File: src/tlpt_pkg.sv
// Shared types and constants of the two-level page table block.
// Used by tlpt_ctrl, tlpt_datapath and two_level_page_table; depends on nothing.
package tlpt_pkg;

    // Pool of page-table slots, 1024 entries each
    localparam int unsigned TABLE_SLOTS = 16;
    localparam int unsigned IDX_W       = 10;
    localparam int unsigned ENTRIES     = 1 << IDX_W;
    localparam int unsigned ADDR_W      = 32;
    localparam int unsigned OFF_W       = 12;
    localparam int unsigned FLAGS_W     = 12;
    localparam int unsigned SLOT_W      = (TABLE_SLOTS > 1) ? $clog2(TABLE_SLOTS) : 1;
    localparam int unsigned NS_W        = $clog2(TABLE_SLOTS + 1);
    localparam int unsigned DIR_W       = SLOT_W + 1;
    localparam int unsigned TBL_DEPTH   = TABLE_SLOTS * ENTRIES;
    localparam int unsigned TBL_AW      = (TBL_DEPTH > 1) ? $clog2(TBL_DEPTH) : 1;
    localparam logic [SLOT_W:0] SLOT_LIMIT = (SLOT_W + 1)'(TABLE_SLOTS);

    // Stream payload widths (fields packed from bit 0, padded to bytes)
    localparam int unsigned S_DATA_W = 80;
    localparam int unsigned M_DATA_W = 40;
    localparam int unsigned M_PAD_W  = M_DATA_W - ADDR_W - 2;

    typedef enum logic [1:0] {
        ACT_MAP   = 2'd0,
        ACT_UNMAP = 2'd1,
        ACT_XLATE = 2'd2
    } action_t;

    typedef enum logic [1:0] {
        ST_DONE   = 2'd0,
        ST_MISS   = 2'd1,
        ST_NOSLOT = 2'd2
    } status_t;

    // Table RAM address source
    typedef enum logic [1:0] {
        TA_LOOKUP, // slot from directory read, index from request
        TA_CLEAR,  // new slot, sweep counter
        TA_NEW     // new slot, index from request
    } tbl_asel_t;

    typedef enum logic [2:0] {
        S_CLEAR,
        S_IDLE,
        S_DIR,
        S_ALLOC,
        S_ALLOC_END,
        S_TBL,
        S_RESP
    } state_t;

    // Controller -> datapath
    typedef struct packed {
        logic      load_req;
        logic      dir_we;
        logic      dir_clear;
        logic      tbl_we;
        tbl_asel_t tbl_asel;
        logic      tbl_wmap;
        logic      cnt_clr;
        logic      cnt_inc;
        logic      slot_adv;
        logic      pend_load;
        status_t   pend_status;
        logic      pend_xlate;
        logic      out_load;
    } ctrl_cmd_t;

    // Datapath -> controller
    typedef struct packed {
        action_t action;
        logic    dir_hit;
        logic    pool_full;
        logic    present;
        logic    cnt_last;
        logic    out_free;
    } ctrl_stat_t;

endpackage

File: src/tlpt_ctrl.sv
// Controller FSM of the page table: reset clearing pass, directory lookup,
// slot allocation sweep, table read and result hand-off. Depends on tlpt_pkg.
module tlpt_ctrl (
    input  logic                 aclk,
    input  logic                 aresetn,
    input  logic                 s_tvalid,
    output logic                 s_tready,
    input  tlpt_pkg::ctrl_stat_t stat,
    output tlpt_pkg::ctrl_cmd_t  cmd
);
    import tlpt_pkg::*;

    state_t state_reg, state_next;

    always_ff @(posedge aclk) begin
        if (!aresetn) begin
            state_reg <= S_CLEAR;
        end else begin
            state_reg <= state_next;
        end
    end

    // Next state and commands
    always_comb begin
        state_next       = state_reg;
        s_tready         = 1'b0;
        cmd              = '0;
        cmd.tbl_asel     = TA_LOOKUP;
        cmd.pend_status  = ST_DONE;

        unique case (state_reg)
            // Sweep the directory to all-absent after reset
            S_CLEAR: begin
                cmd.dir_we    = 1'b1;
                cmd.dir_clear = 1'b1;
                cmd.cnt_inc   = 1'b1;
                if (stat.cnt_last) begin
                    cmd.cnt_clr = 1'b1;
                    state_next  = S_IDLE;
                end
            end

            S_IDLE: begin
                s_tready = 1'b1;
                if (s_tvalid) begin
                    cmd.load_req = 1'b1;
                    state_next   = S_DIR;
                end
            end

            // Directory entry is on the read port
            S_DIR: begin
                state_next     = S_RESP;
                cmd.pend_load  = 1'b1;
                case (stat.action)
                    ACT_MAP: begin
                        if (stat.dir_hit) begin
                            cmd.tbl_we   = 1'b1;
                            cmd.tbl_wmap = 1'b1;
                        end else if (stat.pool_full) begin
                            cmd.pend_status = ST_NOSLOT;
                        end else begin
                            cmd.pend_load = 1'b0;
                            state_next    = S_ALLOC;
                        end
                    end
                    ACT_UNMAP: begin
                        if (stat.dir_hit) begin
                            cmd.tbl_we = 1'b1;
                        end else begin
                            cmd.pend_status = ST_MISS;
                        end
                    end
                    ACT_XLATE: begin
                        if (stat.dir_hit) begin
                            cmd.pend_load = 1'b0;
                            state_next    = S_TBL;
                        end else begin
                            cmd.pend_status = ST_MISS;
                        end
                    end
                    default: begin
                        cmd.pend_status = ST_DONE;
                    end
                endcase
            end

            // Zero the newly allocated slot, one entry per cycle
            S_ALLOC: begin
                cmd.tbl_we   = 1'b1;
                cmd.tbl_asel = TA_CLEAR;
                cmd.cnt_inc  = 1'b1;
                if (stat.cnt_last) begin
                    cmd.cnt_clr = 1'b1;
                    state_next  = S_ALLOC_END;
                end
            end

            // Bind the directory entry and write the page entry
            S_ALLOC_END: begin
                cmd.dir_we    = 1'b1;
                cmd.tbl_we    = 1'b1;
                cmd.tbl_asel  = TA_NEW;
                cmd.tbl_wmap  = 1'b1;
                cmd.slot_adv  = 1'b1;
                cmd.pend_load = 1'b1;
                state_next    = S_RESP;
            end

            // Page entry is on the read port
            S_TBL: begin
                cmd.pend_load = 1'b1;
                if (stat.present) begin
                    cmd.pend_xlate = 1'b1;
                end else begin
                    cmd.pend_status = ST_MISS;
                end
                state_next = S_RESP;
            end

            // Hand result to the output register; overlap the next request
            S_RESP: begin
                if (stat.out_free) begin
                    cmd.out_load = 1'b1;
                    s_tready     = 1'b1;
                    if (s_tvalid) begin
                        cmd.load_req = 1'b1;
                        state_next   = S_DIR;
                    end else begin
                        state_next = S_IDLE;
                    end
                end
            end
        endcase
    end

endmodule

File: config.mk
export PLATFORM = sky130hd
export DESIGN_NAME = tlpt_ctrl
export DESIGN_NICKNAME = d
export VERILOG_FILES = /design/src/tlpt_pkg.sv /design/src/tlpt_ctrl.sv
export SDC_FILE = /design/constraint.sdc
export NUM_CORES = 1
export LEC_CHECK = 0
export ABC_AREA = 1
export BUFFER_PORTS_ARGS = -buffer_cell sky130_fd_sc_hd__buf_2
export CAP_MARGIN = 20
export CORE_MARGIN = 5
export CORE_UTILIZATION = 40
export DETAILED_ROUTE_END_ITERATION = 10
export GPL_ROUTABILITY_DRIVEN = 0
export PLACE_DENSITY = 0.7
export SYNTH_ARGS = -nofsm -noshare
export SYNTH_HDL_FRONTEND = slang
export SYNTH_SLANG_ARGS = --single-unit
File: constraint.sdc
create_clock -name aclk -period 1.2 [get_ports aclk]
set_input_delay 0.24 -clock aclk [delete_from_list [all_inputs] [get_ports aclk]]
set_output_delay 0.24 -clock aclk [all_outputs]
set_load 0.02 [all_outputs]
---- After elaboration in Yosys (flattened, before gate mapping) ----
Cells that the tools add are included.
operators by class
  equality and inequality tests ........... 12
  reductions and logical operators ........ 9
  mux-type cells .......................... 39
operator list
  cell                count
  $mux 3              7
  $pmux 3 s6          1
  $mux 1              17
  $pmux 1 s2          6
  $pmux 2 s2          3
  $reduce_or 2->1     6
  $eq 3x3->1 const B  3
  $mux 2              4
  $ne 2x2->1 const B  4
  $eq 3x2->1 const B  2
  $pmux 3 s2          1
  $reduce_and 4->1    1
  $eq 3x1->1 const B  1
  $logic_not 3->1     1
  $eq 2x1->1 const B  1
  $eq 2x2->1 const B  1
  $logic_not 2->1     1
word-level totals
  register bits after elaboration ......... 3
  output and inout bits ................... 16
  input port bits ......................... 10
  word-level logic and storage cells ...... 61

---- Longest topological paths before layout ----
  depth in word-level cells ............... 4
  depth in mapped cells ................... 9

---- Worst setup path after synthesis ----
No wires, ideal clock.
  kind .................................... register to output
  start point ............................. register state_reg[0]
  end point ............................... output port cmd[14] (netlist bit)
  cell stages (with the launch flop) ...... 7
  slack ................................... -405 ps
  data required time ...................... 960 ps
  arrival time ............................ 1365 ps
  path buffers ............................ 1
  cells stage by stage .................... dfxtp_1 -> buf_6 -> inv_2 -> nand3_1 -> o21ai_1 -> inv_1 -> nor2_1
RTL lines
  element                   line             source
  start: declaration        tlpt_ctrl.sv:13  state_t state_reg, state_next;
  start signal: assignment  tlpt_ctrl.sv:19  state_reg <= state_next;
  end: declaration          tlpt_ctrl.sv:9   output tlpt_pkg::ctrl_cmd_t cmd

==> results.sh <==
export IMPL_outcome="complete, but fails checks"
export IMPL_violations="negative setup slack"
export IMPL_worstPathMaxFanout=4
export IMPL_wire_per_inst_um=16.6
export IMPL_cp_required_ns=0.96
export IMPL_syn_area_per_cell_um2=5.71
export IMPL_end_kind="primary output"
export IMPL_whs_ns=0.243
export IMPL_start_util=0.421
export IMPL_synthCells=96
export IMPL_fin_util=0.943
export IMPL_hpwlAfterDp_um=1440
export IMPL_drc_errors=0
export IMPL_final_common_cell="buf_4"
export IMPL_rsz0062_at_grt="yes"
export IMPL_ys_warn_count=0
export IMPL_grt_first_pass_wirelength_um=3870
export IMPL_setup_viol=19
export IMPL_start_kind="flop"
export IMPL_synthTopCellsByArea="nor2_1 (14%), ha_1 (11%), dfxtp_1 (11%)"
export IMPL_maxSlewHeadroom=0.850
export IMPL_vias=904
export IMPL_ys_ff_latch=3
export IMPL_finalNonFillerCells=163
export IMPL_layout_drive_gt1_share=0.682
export IMPL_slowest_delay_ns=0.37
export IMPL_grt_ovfl_total=0
export IMPL_die_area_um2=2210
export IMPL_synth_fp_nets=111
export IMPL_n_antenna_cell=0
export IMPL_irDropWorstVdd_mv=2.05
export IMPL_finalWorstSetupSlack_ns=-0.374
export IMPL_fp_row_count=13
export IMPL_maxCapViolCount=0
export IMPL_syn2layout_area_growth_pct=124
export IMPL_final_cell_mix="buf_4 (22), buf_6 (18), nor2_1 (15), buf_2 (9)"
export IMPL_path_common_cell="nor2_4"
export IMPL_worstMarginPinSlew_ns=0.225
export IMPL_power_density_nw_per_um2=2490
export IMPL_grt_pass1_vias=906
export IMPL_die_w_um=47.0
export IMPL_largest_reg_flops=3
export IMPL_yosysTopAreaCell="nor2_1"
export IMPL_num_io_pins=26
export IMPL_antenna_found_initial=0
export IMPL_hold_path_class="in -> reg"
export IMPL_fin_skew_ns=0.00554
export IMPL_nNetsFinal=164
export IMPL_clk_pin_slew_ns=0.04
export IMPL_fmax_mhz=635
export IMPL_crit_slowest_cell="dfxtp_4"
export IMPL_clk_latency_ns=0.24
export IMPL_io_buffers=25
export IMPL_multi_input_area_um2=576
export IMPL_slew_violations=0
export IMPL_synth_top_area_frac=0.137
export IMPL_ctsRootBufferMaster="clkbuf_4"
export IMPL_die_y_um=47.0
export IMPL_cts_htree_levels=1
export IMPL_initialDrtViolationCount=20
export IMPL_min_period_ns=1.57
export IMPL_path_class="reg -> out"
export IMPL_min_period_over_period=1.31
export IMPL_grt_start_max_net_pins=9
export IMPL_drt_vias_per_instance=5.55
export IMPL_leakage_nw=0.608
export IMPL_fill_cells=41
export IMPL_drt_total_wl_um=2710
export IMPL_numPlacedInstances=156
export IMPL_first_pass_iters=4
export IMPL_grt_use_total=0.252
export IMPL_cts_sinks=3
export IMPL_layout_area_seq_um2=68.8
export IMPL_ys_types=22
export IMPL_core_area_um2=1300
export IMPL_finalHoldViolations=0
export IMPL_cts_buffers=3
export IMPL_drtAntennaViolNets=0
export IMPL_yosysSeqAreaShare=0.110
export IMPL_cp_cell_sequence="inv_6 -> buf_12 -> nor2_4 -> inv_4 -> nor2_4 -> a31o_4 -> buf_6"
export IMPL_synth_area_um2=548
export IMPL_cts_max_path_buffers=2
export IMPL_cp_arrival_ns=1.33
export IMPL_cts_tree="built"
==> per-stage QoR <==
step	area, um^2	setup TNS [ns]	setup WS (ns)	power (W)
5_1_grt	1230	-5.17	-0.399	0.00319
6_report	1230	-4.73	-0.374	0.00306
3_5_place_dp	978	-1.93	-0.298	0.00215
2_1_floorplan	674	-0.473	-0.0943	0.00150
3_3_place_gp	978	-1.65	-0.261	0.00211
4_1_cts	1150	-4.23	-0.326	0.00280
==> repair_timing <==
| action | CTS | global route |
|---|---|---|
| setup buffers | 2 | 2 |
| hold buffers | 0 | 0 |
| endpoints found under the setup margin | 19 | 19 |
| pin swaps | 7 | 9 |
| gates resized for setup | 44 | 24 |
==> Yosys cell counts (all sizes together) <==
master / instances
dfxtp: 3
nand2: 18
a31o: 1
and3: 1
a21oi: 5
o21ai: 6
inv: 18
nand4: 2
o31ai: 1
o221ai: 1
nand3: 7
ha: 5
nor2: 25
buf: 3
==> per-layer routing <==
layer  share of wire  vias up  GRT usage
met5               0        -          0
met4           0.043        0      0.199
met3           0.074       12     0.0115
met2            0.52       60      0.474
met1            0.36      422      0.252
li1                -      410          -
==> where the power goes <==
part           switching, W  internal, W  leakage, nW  total, W
Sequential         0.000123     0.000165       0.0264  0.000288
Clock             0.0000655     0.000125       0.0150  0.000191
Combinational       0.00139      0.00120        0.566   0.00258
==> cell type report <==
cell class	instances	area share
timing repair buffer	51	0.369
multi-input combinational	72	0.469
inverter	18	0.0693
clock buffer	4	0.0214
tap	15	0.0153
sequential	3	0.0561
==> cell families after synthesis <==
kind of cell / after synthesis / share of synthesized area
buffers and inverters: 21 / 0.171
AO/OA/AOI/OAI: 14 / 0.153
flip-flops: 3 / 0.110
adder cells (fa/ha/maj): 5 / 0.114
AND/OR/NAND/NOR: 53 / 0.452
==> critical path: cells and delay by family, from the launching register on <==
family | cells | cell delay, ns
DFF | 1 | 0.37
buffers and inverters | 4 | 0.36
and+or+nand+nor | 2 | 0.26
AOI/OAI and AO/OA | 1 | 0.11
==> final timing paths <==
check                                  start            to  slack [ns]  cells past startpoint
worst min-delay path                 aresetn  state_reg[0]        0.24                      3
worst max register to register  state_reg[0]  state_reg[1]       -0.14                      9
worst max-delay path            state_reg[2]        cmd[8]       -0.37                      7
worst min register to register  state_reg[0]  state_reg[0]        0.63                      2
Power figures use the tool's default switching activity.
